==> src/sv/drrip_pkg.sv <==
// Types and constants shared by the replacement core modules
package drrip_pkg;

   localparam int ADDR_W   = 48;
   localparam int SET_IN_W = 11;
   localparam int WAY_IN_W = 4;
   localparam int MASK_W   = 16;
   localparam int DRAW_W   = 5;

   localparam logic ACT_VICTIM = 1'b0;
   localparam logic ACT_UPDATE = 1'b1;

   localparam logic [1:0] RRPV_MAX     = 2'd3;
   localparam logic [1:0] RRPV_LONG    = 2'd2;
   localparam logic [1:0] RRPV_NEAR    = 2'd0;
   localparam logic [1:0] REUSE_MAX    = 2'd3;
   localparam logic [1:0] REUSE_STRONG = 2'd2;
   localparam logic [1:0] REUSE_INIT   = 2'd1;

   localparam logic [ADDR_W-1:0] STRIDE_RESET = 48'd4096;

   // Commands from the controller to the datapath
   typedef struct packed {
      logic clear;
      logic accept;
      logic exec;
   } cmd_type;

   // Status from the datapath to the controller
   typedef struct packed {
      logic clear_done;
      logic rsp_blocked;
   } status_type;

endpackage

==> src/sv/drrip_ctrl.sv <==
// Controller: clearing pass, item acceptance and execution sequencing
module drrip_ctrl (
   input  logic                   clock,
   input  logic                   reset,
   input  logic                   req_valid,
   output logic                   req_stall,
   input  drrip_pkg::status_type  status,
   output drrip_pkg::cmd_type     cmd
);
   import drrip_pkg::*;

   typedef enum logic [1:0] {
      ST_CLEAR,
      ST_IDLE,
      ST_EXEC
   } state_type;

   state_type state_ff, state_in;

   // Decode commands from state
   always_comb begin
      cmd        = '0;
      cmd.clear  = (state_ff == ST_CLEAR);
      cmd.accept = (state_ff == ST_IDLE) && req_valid;
      cmd.exec   = (state_ff == ST_EXEC) && !status.rsp_blocked;
   end

   assign req_stall = (state_ff != ST_IDLE);

   // Next state
   always_comb begin
      state_in = state_ff;
      case (state_ff)
         ST_CLEAR: begin
            if (status.clear_done) state_in = ST_IDLE;
         end
         ST_IDLE: begin
            if (req_valid) state_in = ST_EXEC;
         end
         ST_EXEC: begin
            if (!status.rsp_blocked) state_in = ST_IDLE;
         end
         default: state_in = ST_CLEAR;
      endcase
   end

   // Hold state
   always_ff @(posedge clock) begin
      if (reset) begin
         state_ff <= ST_CLEAR;
      end else begin
         state_ff <= state_in;
      end
   end

endmodule

==> config.mk <==
export PLATFORM = sky130hd
export DESIGN_NAME = drrip_ctrl
export DESIGN_NICKNAME = d
export VERILOG_FILES = /design/src/sv/drrip_pkg.sv /design/src/sv/drrip_ctrl.sv
export SDC_FILE = /design/constraint.sdc
export NUM_CORES = 1
export LEC_CHECK = 0
export BUFFER_PORTS_ARGS = -buffer_cell sky130_fd_sc_hd__buf_2
export CAP_MARGIN = 10
export CORE_AREA = 2 2 39 41
export CTS_CLUSTER_SIZE = 25
export DETAILED_ROUTE_END_ITERATION = 7
export DIE_AREA = 0 0 41 43
export GPL_ROUTABILITY_DRIVEN = 0
export MAX_ROUTING_LAYER = met4
export PLACE_DENSITY = 0.33
export SLEW_MARGIN = 10
export SYNTH_ARGS = -nofsm -noshare
export SYNTH_HDL_FRONTEND = slang
export SYNTH_SLANG_ARGS = --single-unit
==> constraint.sdc <==
create_clock -name clock -period 2.25 [get_ports clock]
set_input_delay 0.1125 -clock clock [delete_from_list [all_inputs] [get_ports clock]]
set_output_delay 0.1125 -clock clock [all_outputs]
set_load 0.005 [all_outputs]
==> impl_metrics.yaml, run 1 <==
status:
  status: "complete, no violations"
route:
  route.detailed.vias_per_inst: 3.18
  drt-pass1-iter-count: 2
  detailroute.via_count: 124
  wl_cell_um: 8.49
  wl_um: 331
  antenna_left: 0
  drt_iter0_drc: 6
  drcViolationCount: 0
worst_setup_path:
  timing.critical_path.slowest_stage_cell: "dfxtp_1"
  worst_r2r_path_depth: 2
  crit_path_cell_trace: "and3b_1, buf_2"
  cp-startpoint: "state_ff[1]"
  cp_endpoint_kind: "primary output"
  crit-reg2reg-capture: "state_ff[0]"
  launch_point_of_the_worst_reg_to_reg_path: "state_ff[1]"
  critical_path_arrival_ps: 980
  cp_num_buf_inv: 1
  worstPathMaxFanout: 8
  critical_path_required_ps: 2140
  worst_path_largest_cell_delay_ps: 410
  crit_path_start_kind: "flip-flop"
  r2r_setup_slack_ps: 1210
  timing.critical_path.max_delay_family: "flip-flops"
  worst-setup-path-type: "flip-flop to primary output"
cells_and_area:
  multiInputGateArea_um2: 75.1
  largest_reg_flops: 2
  register_area_um2: 40.0
  drive_above_1_share: 0.522
  area_growth_pct: 71.7
  fin_area_um2: 198
  biggestRegsByFlops: "state_ff (2)"
  n_antenna_cell: 0
  regMostFlops: "state_ff"
  nNetsFinal: 30
  fillCellCount: 163
sta:
  final.hold.worst_slack_ps: 103
  slew_of_the_pin_with_the_lowest_slew_margin_ps: 227
  final_slew_violations: 0
  finalWorstPathRequiredPeriod_ps: 1090
  timing.final.crit_share: 0.485
  setup_total_negative_slack_ps: 0
  achievable-frequency_ghz: 0.917
  finalSetupViolations: 0
  grt_setup_unrepaired: "no"
  timing.max_slew.rel_slack: 0.847
  final_hold_viol_count: 0
  finalClockSkew_ps: 2.01
global_routing:
  pin_count_of_the_biggest_net_entering_global_routing: 9
  globalRoute.totalOverflow: 0
  initial_antenna_violation_count: 0
  grt_pass1_wl_um: 538
  globalRouteTotalUtil: 0.0523
  first_global_vias: 138
floorplanning:
  io_pins: 9
  rows: 14
  starting_density_of_the_core: 0.0832
  design.die.area_mm2: 0.00176
  die_h_um: 43
  core_area_mm2: 0.00138
  fp.dieW_um: 41
logic_synthesis:
  syn_area_um2: 115
  synth_cell_type_count: 10
  ys_ff_latch: 2
  netlist_instances: 12
  syn_area_per_cell_um2: 9.59
  ys.warnings.count: 0
  synthesis.nets: 17
  synth_seq_area_share: 0.348
clocking:
  deepest_clock_path_buffer_count: 2
  cts.root.buffer_cell: "clkbuf_4"
  tritoncts_num_sinks: 2
  cts_hold_repair.buffers: 0
  clock_tree_from_tritoncts: "yes"
  clock_insertion_delay_worst_skew_ps: 220
  cts_setup_buffers: 0
  clk_pin_slew_ps: 30
  cts.repair.resized: 0
  number_of_buffers_created_by_cts: 3
  h_tree_lvls: 1
power_and_ir_drop:
  netSwitchingPower_mw: 0.0325
  p_leak_nw: 0.101
  power_density_mw_per_mm2: 720
  design_power_total_mw: 0.142
  vdd_ir_drop_max_mv: 0.187
  net_switching_fraction_of_the_power: 0.228
  combPwrFrac: 0.142
  power_frac_clock: 0.555
  power_report.internal_total_mw: 0.110
  sequential_power_share: 0.303
flow_run:
  maxCapViolations: 0
min_path:
  launch_instance_of_the_worst_min_delay_path: "reset"
  path_category_of_the_worst_min_delay_check: "input port to flip-flop"
  worst_hold_path.num_cells: 2
  min_to: "state_ff[0]"
place:
  dp_area_um2: 175
  port-buffer-count: 8
==> kinds of logic (layout without fill, tap and decap cells) <==
kind of cell	Yosys count	count (layout)	synth area share
AND/OR/NAND/NOR	8	8	0.489
AO/OA/AOI/OAI	2	2	0.163
flip-flops	2	2	0.348
buffers and inverters	0	11	0
==> power by group through the flow <==
stage | Clock (mW) | Sequential (mW) | Combinational (mW)
detailed placement | 0 | 0.0435 | 0.0206
CTS | 0.0847 | 0.0430 | 0.0206
global placement | 0 | 0.0436 | 0.0204
finish | 0.0791 | 0.0431 | 0.0202
global route | 0.0831 | 0.0443 | 0.0235
floorplan | 0 | 0.0423 | 0.00963
==> area by class of cell <==
cell class / instances / share of cell area
clock buffers: 3 / 0.114
multi-input cells: 10 / 0.380
flip-flops and latches: 2 / 0.203
well taps: 16 / 0.101
repair buffers: 8 / 0.203
==> layout by cell type (no fill, tap or decap) <==
| cell | count |
|---|---|
| buf_2 | 8 |
| and3b_2 | 1 |
| nor2_1 | 2 |
| or4b_1 | 1 |
| dfxtp_1 | 2 |
| o21ba_1 | 1 |
| nand2b_1 | 1 |
| o41ai_1 | 1 |
| clkbuf_4 | 3 |
| and3b_1 | 1 |
| nor3b_1 | 1 |
| and2_1 | 1 |
==> synthesized netlist by cell type <==
cell type	n	area, um2
or4b_1	1	10.0
o41ai_1	1	8.76
and3b_2	1	10.0
and2_1	1	6.26
nand2b_1	1	6.26
nor2_1	2	7.51
nor3b_1	1	7.51
dfxtp_1	2	40.0
o21ba_1	1	10.0
and3b_1	1	8.76
==> metal layers <==
metal,share of wire,global-route usage
met1,0.51,0.0637
met2,0.35,0.0500
met3,0.14,0.0157
met4,0,0.0800
met5,0,-
==> through the flow <==
stage | setup WS (ps) | cells | util
2_1_floorplan | 1260 | 12 | -
3_3_place_gp | 1220 | 36 | 0.127
3_5_place_dp | 1210 | 36 | 0.127
4_1_cts | 1150 | 39 | 0.143
5_1_grt | 1070 | 39 | 0.143
6_report | 1160 | 39 | 0.143
==> worst max-delay path by stage <==
stage	to	slack (ps)	cells past startpoint
after floorplan	state_ff[0]	1260	2
after global placement	state_ff[0]	1220	2
after detailed placement	state_ff[0]	1210	2
after CTS	cmd[1]	1150	2
after global routing	cmd[0]	1070	2
final	cmd[1]	1160	2
Note: power is estimated with default switching activity, not from simulation.
==> run 2: changes to the inputs <==
==> constraint.sdc (replaced) <==
create_clock -name clock -period 1.05 [get_ports clock]
set_input_delay 0.0525 -clock clock [delete_from_list [all_inputs] [get_ports clock]]
set_output_delay 0.0525 -clock clock [all_outputs]
set_load 0.005 [all_outputs]
==> run 2 against run 1 <==
Against the previous run: the run now ends with setup timing left; die area unchanged; via count up 15%; clock power rose by 110%; cell count rose by 5.1%; hold slack worse by 57 ps; design area rose by 19%; sequential share of layout area decreased by 2.2 points; power grew 130%; wire length rose by 3.6%; critical endpoint unchanged; largest cell class unchanged; largest power group unchanged.
==> impl_metrics.yaml, run 2 (synthesized netlist as in run 1, its figures left out) <==
clocking:
  deepest_clock_path_buffer_count: 2
  clock_insertion_delay_worst_skew_ps: 220
  h_tree_lvls: 1
  cts_setup_buffers: 0
  number_of_buffers_created_by_cts: 3
  clk_pin_slew_ps: 30
  cts.root.buffer_cell: "clkbuf_4"
  clock_tree_from_tritoncts: "yes"
  tritoncts_num_sinks: 2
power_and_ir_drop:
  p_leak_nw: 0.121
  power_report.internal_total_mw: 0.250
  combPwrFrac: 0.202
  design_power_total_mw: 0.324
  sequential_power_share: 0.281
  vdd_ir_drop_max_mv: 0.441
  power_density_mw_per_mm2: 1380
  netSwitchingPower_mw: 0.0740
  power_frac_clock: 0.516
  net_switching_fraction_of_the_power: 0.228
min_path:
  worst_hold_path.num_cells: 2
  path_category_of_the_worst_min_delay_check: "input port to flip-flop"
  launch_instance_of_the_worst_min_delay_path: "reset"
sta:
  setup_total_negative_slack_ps: -2.68
  final.hold.worst_slack_ps: 45.8
  timing.max_slew.rel_slack: 0.862
  final_hold_viol_count: 0
  finalSetupViolations: 1
  achievable-frequency_ghz: 0.950
  finalWorstPathRequiredPeriod_ps: 1050
  finalClockSkew_ps: 3.58
  slew_of_the_pin_with_the_lowest_slew_margin_ps: 205
  grt_setup_unrepaired: "yes"
  final_slew_violations: 0
  timing.final.crit_share: 1.00
  finalWorstSetupSlack_ps: -2.68
worst_setup_path:
  critical_path_arrival_ps: 1000
  cp_endpoint_kind: "primary output"
  cp-startpoint: "state_ff[1]"
  worst_r2r_path_depth: 2
  worstPathMaxFanout: 6
  r2r_setup_slack_ps: 30
  worst-setup-path-type: "flip-flop to primary output"
  crit_path_start_kind: "flip-flop"
  critical_path_required_ps: 1000
  launch_point_of_the_worst_reg_to_reg_path: "state_ff[1]"
global_routing:
  grt_pass1_wl_um: 614
  use_met1: 0.0831
  grt_busiest_layer: "met1"
  initial_antenna_violation_count: 0
  pin_count_of_the_biggest_net_entering_global_routing: 7
  globalRouteTotalUtil: 0.0575
  met2_grt_util: 0.0469
  first_global_vias: 142
  grt_util_met3: 0.0628
  globalRoute.totalOverflow: 0
route:
  detailroute.via_count: 142
  wl_um: 343
  antenna_left: 0
  route.detailed.vias_per_inst: 3.46
  drt_iter0_drc: 0
  drt-pass1-iter-count: 1
  wl_cell_um: 8.37
  drcViolationCount: 0
place:
  port-buffer-count: 8
  dpl.cell_count: 38
  pre_cts_slack_ps: 48.2
  dp_area_um2: 190
cells_and_area:
  fillCellCount: 160
  layout.cells.most_common_list: "buf_2, clkbuf_4, nor2_1, buf_6, dfxtp_2"
  drive_above_1_share: 0.720
  nNetsFinal: 32
  largest_reg_flops: 2
  utilization: 0.170
  fin_cells: 41
  layout.cells.most_common: "buf_2"
  n_antenna_cell: 0
  area_growth_pct: 104
  biggestRegsByFlops: "state_ff (2)"
  multiInputGateArea_um2: 87.6
  register_area_um2: 42.5
  fin_area_um2: 235
  regMostFlops: "state_ff"
flow_run:
  maxCapViolations: 0
floorplanning:
  io_pins: 9
  fp.dieW_um: 41
  core_area_mm2: 0.00138
  design.die.area_mm2: 0.00176
  starting_density_of_the_core: 0.0832
  rows: 14
  die_h_um: 43
status:
  status: "finished with violations"
  violations: "setup timing"
run 2: cell count changes in the layout (fill, tap and decap cells not counted):
cell,change
nor3b_1,-1
o41ai_1,-1
dfxtp_1,-2
dfxtp_2,+2
nor3b_2,+1
buf_6,+2
o41ai_2,+1
run 2: worst paths after layout:
check / endpoint
max: cmd[1]
min: state_ff[0]
max reg2reg: state_ff[0]
min reg2reg: state_ff[0]
run 2: area by class of cell:
class	count	share of cell area
multi-input combinational	10	0.372
timing repair buffer	10	0.266
sequential	2	0.181
clock buffer	3	0.0957
tap	16	0.0851
run 2: what timing repair did:
item	CTS	global route
pin swaps	0	1
resized for setup	3	3
endpoints found under the setup margin	2	3
hold buffers	0	0
run 2: power groups by stage:
stage	clock (mW)	sequential (mW)	combinational [mW]
finish	0.167	0.0912	0.0656
global route	0.187	0.0924	0.0733
CTS	0.177	0.0892	0.0593
detailed placement	0	0.0895	0.0563
global placement	0	0.0895	0.0563
floorplan	0	0.0907	0.0206
run 2: critical path, cell delays in order, from the launching register on:
cell and delay (ps):
dfxtp_2 320, buf_6 120, and3b_1 230, buf_2 120
run 2: metal layers:
layer / wire length (um) / vias to the layer above / part of all wire
met2: 92 / 11 / 0.27
met1: 211 / 59 / 0.62
li1: - / 72 / -
met3: 40 / 0 / 0.12
met5: 0 / - / 0
met4: 0 / 0 / 0
==> run 3: changes to the inputs <==
--- a/config.mk
+++ b/config.mk
@@ -5,6 +5,7 @@
 export SDC_FILE = /design/constraint.sdc
 export NUM_CORES = 1
 export LEC_CHECK = 0
+export ABC_AREA = 1
 export BUFFER_PORTS_ARGS = -buffer_cell sky130_fd_sc_hd__buf_2
 export CAP_MARGIN = 10
 export CORE_AREA = 2 2 39 41
==> run 3 against run 2 <==
Against the previous run: critical path type unchanged; critical endpoint unchanged; utilization is 1.7 points lower; synthesized area up 2.2%; the flow now finishes without violations; design area is 10% lower; fmax is 7.3% higher; sequential share of layout area rose by 1.4 points; hold slack better by 85 ps; cell count grew 15%; wire length decreased by 6.7%; register-to-register slack gained 210 ps; first-iteration DRC count increased by 4; power fell by 1.0%; sequential power rose by 2.2%; highest routed layer unchanged.
==> impl_metrics.yaml, run 3 <==
cells_and_area:
  layout.cells.most_common: "buf_2"
  drive_above_1_share: 0.452
  regMostFlops: "state_ff"
  biggestRegsByFlops: "state_ff (2)"
  n_antenna_cell: 0
  nNetsFinal: 38
  fin_cells: 47
  largest_reg_flops: 2
  layout.cells.most_common_list: "buf_2, nand2_1, inv_1"
  area_growth_pct: 79.8
sta:
  finalSetupViolations: 0
  grt_setup_unrepaired: "no"
  achievable-frequency_ghz: 1.02
  slew_of_the_pin_with_the_lowest_slew_margin_ps: 143
  final_slew_violations: 0
  finalWorstSetupSlack_ps: 68.6
  timing.max_slew.rel_slack: 0.904
  setup_total_negative_slack_ps: 0
  finalClockSkew_ps: 3.76
  finalWorstPathRequiredPeriod_ps: 981
  final_hold_viol_count: 0
  timing.final.crit_share: 0.935
power_and_ir_drop:
  netSwitchingPower_mw: 0.0806
  power_frac_clock: 0.530
  p_leak_nw: 0.116
  net_switching_fraction_of_the_power: 0.251
  sequential_power_share: 0.291
  vdd_ir_drop_max_mv: 0.356
  combPwrFrac: 0.179
  power_report.internal_total_mw: 0.240
  power_density_mw_per_mm2: 1520
route:
  wl_um: 320
  route.detailed.vias_per_inst: 3.11
  drcViolationCount: 0
  detailroute.via_count: 146
  drt_iter0_drc: 4
  drt-pass1-iter-count: 4
  antenna_left: 0
  wl_cell_um: 6.81
worst_setup_path:
  critical_path_arrival_ps: 930
  worst_r2r_path_depth: 5
  worst-setup-path-type: "flip-flop to primary output"
  crit_path_start_kind: "flip-flop"
  critical_path_required_ps: 1000
  worstPathMaxFanout: 5
  cp_endpoint_kind: "primary output"
logic_synthesis:
  ys_dominant_reg_cell: "dfxtp_1"
  yosys.area.top_type_share: 0.340
  synth-edff-count: 0
  asyncSetResetFlopFracSynth: 0
  synth_cell_type_count: 9
  synthesis.nets: 24
  synth.top_cells.by_area: "dfxtp_1, nand2_1, inv_1, nor2_2, nand3_1"
  synth_seq_area_share: 0.340
  ys_ff_latch: 2
  synth.largest_area_cell: "dfxtp_1"
  most_frequent_cells_after_synthesis: "nand2_1, inv_1, dfxtp_1, nand3_1, nor2_2"
  syn_area_um2: 118
  syn_area_per_cell_um2: 6.19
  ys.warnings.count: 0
  netlist_instances: 19
  synth_most_common_cell: "nand2_1"
clocking:
  number_of_buffers_created_by_cts: 3
  clock_tree_from_tritoncts: "yes"
  deepest_clock_path_buffer_count: 2
  clock_insertion_delay_worst_skew_ps: 220
  clk_pin_slew_ps: 30
  tritoncts_num_sinks: 2
  cts_setup_buffers: 0
  cts.root.buffer_cell: "clkbuf_4"
  h_tree_lvls: 1
min_path:
  path_category_of_the_worst_min_delay_check: "input port to flip-flop"
  worst_hold_path.num_cells: 3
status:
  status: "complete, no violations"
global_routing:
  globalRoute.totalOverflow: 0
  grt_pass1_wl_um: 483
  pin_count_of_the_biggest_net_entering_global_routing: 8
  initial_antenna_violation_count: 0
  first_global_vias: 131
  globalRouteTotalUtil: 0.0513
floorplanning:
  core_area_mm2: 0.00138
  io_pins: 9
  design.die.area_mm2: 0.00176
  rows: 14
  starting_density_of_the_core: 0.0850
  fp.dieW_um: 41
  die_h_um: 43
place:
  dpl.hpwl_um: 245
  dpl.cell_count: 43
  pre_cts_slack_ps: 188
  port-buffer-count: 8
flow_run:
  maxCapViolations: 0
-- run 3: cell types whose count changed after synthesis, sizes merged --
| cell | delta |
|---|---|
| or4b | -1 |
| nand2 | +5 |
| nor3 | +1 |
| and3b | -2 |
| inv | +4 |
| and2 | -1 |
| o21ba | -1 |
| nor3b | -1 |
| a21oi | +1 |
| nand3b | +1 |
| nor2 | +1 |
| nand2b | -1 |
| o41ai | -1 |
| nand3 | +2 |
-- run 3: layout make-up --
class	count	area, um2
inverters	4	15.0
multi-input cells	13	62.6
clock buffers	3	22.5
fillers	164	1170
repair buffers	9	50.0
flip-flops and latches	2	41.3
well taps	16	20.0
-- run 3: path summary, 6_finish.rpt --
check	start	end	slack, ps
min	status[0]	state_ff[1]	130
max	state_ff[1]	cmd[1]	70
max reg2reg	state_ff[1]	state_ff[0]	240
min reg2reg	state_ff[0]	state_ff[0]	580
-- run 3: what timing repair did --
item / CTS / global route
hold buffers: 1 / 0
endpoints found under the setup margin: 0 / 1
endpoints found under the hold margin: 1 / 0
resized for setup: 0 / 1
-- run 3: critical path, cell delays in order (launching register included) --
cell and delay (ps):
dfxtp_1 300, inv_1 130, nand3_1 110, inv_1 60
buf_2 100
-- run 3: power by group through the flow --
stage	Combinational, mW	Clock (mW)	Sequential (mW)
after global placement	0.0557	0	0.0931
after detailed placement	0.0558	0	0.0930
after floorplan	0.0310	0	0.0917
after CTS	0.0587	0.186	0.0921
final	0.0575	0.170	0.0932
after global routing	0.0654	0.198	0.0939
-- run 3: logic make-up after synthesis --
logic type / after synthesis / share of synthesized area
flip-flops: 2 / 0.340
AO/OA/AOI/OAI: 1 / 0.0425
buffers and inverters: 4 / 0.128
AND/OR/NAND/NOR: 12 / 0.489
-- run 3: layer usage --
layer	track usage	share of wire	vias to the layer above	wire length [um]
met3	0.0628	0.11	0	35
met5	-	0	-	0
met4	0.0400	0	0	0
met1	0.0510	0.49	56	156
li1	-	-	84	-
met2	0.0500	0.40	6	128
-- run 3: through the flow --
step                      hold WS, ps  area [um2]  total power, mW   util
after floorplan                   122         118            0.123      -
after global placement            231         178            0.149  0.128
after detailed placement          233         178            0.149  0.128
after CTS                         120         210            0.337  0.152
after global routing              128         211            0.357  0.153
final                             131         211            0.321  0.153
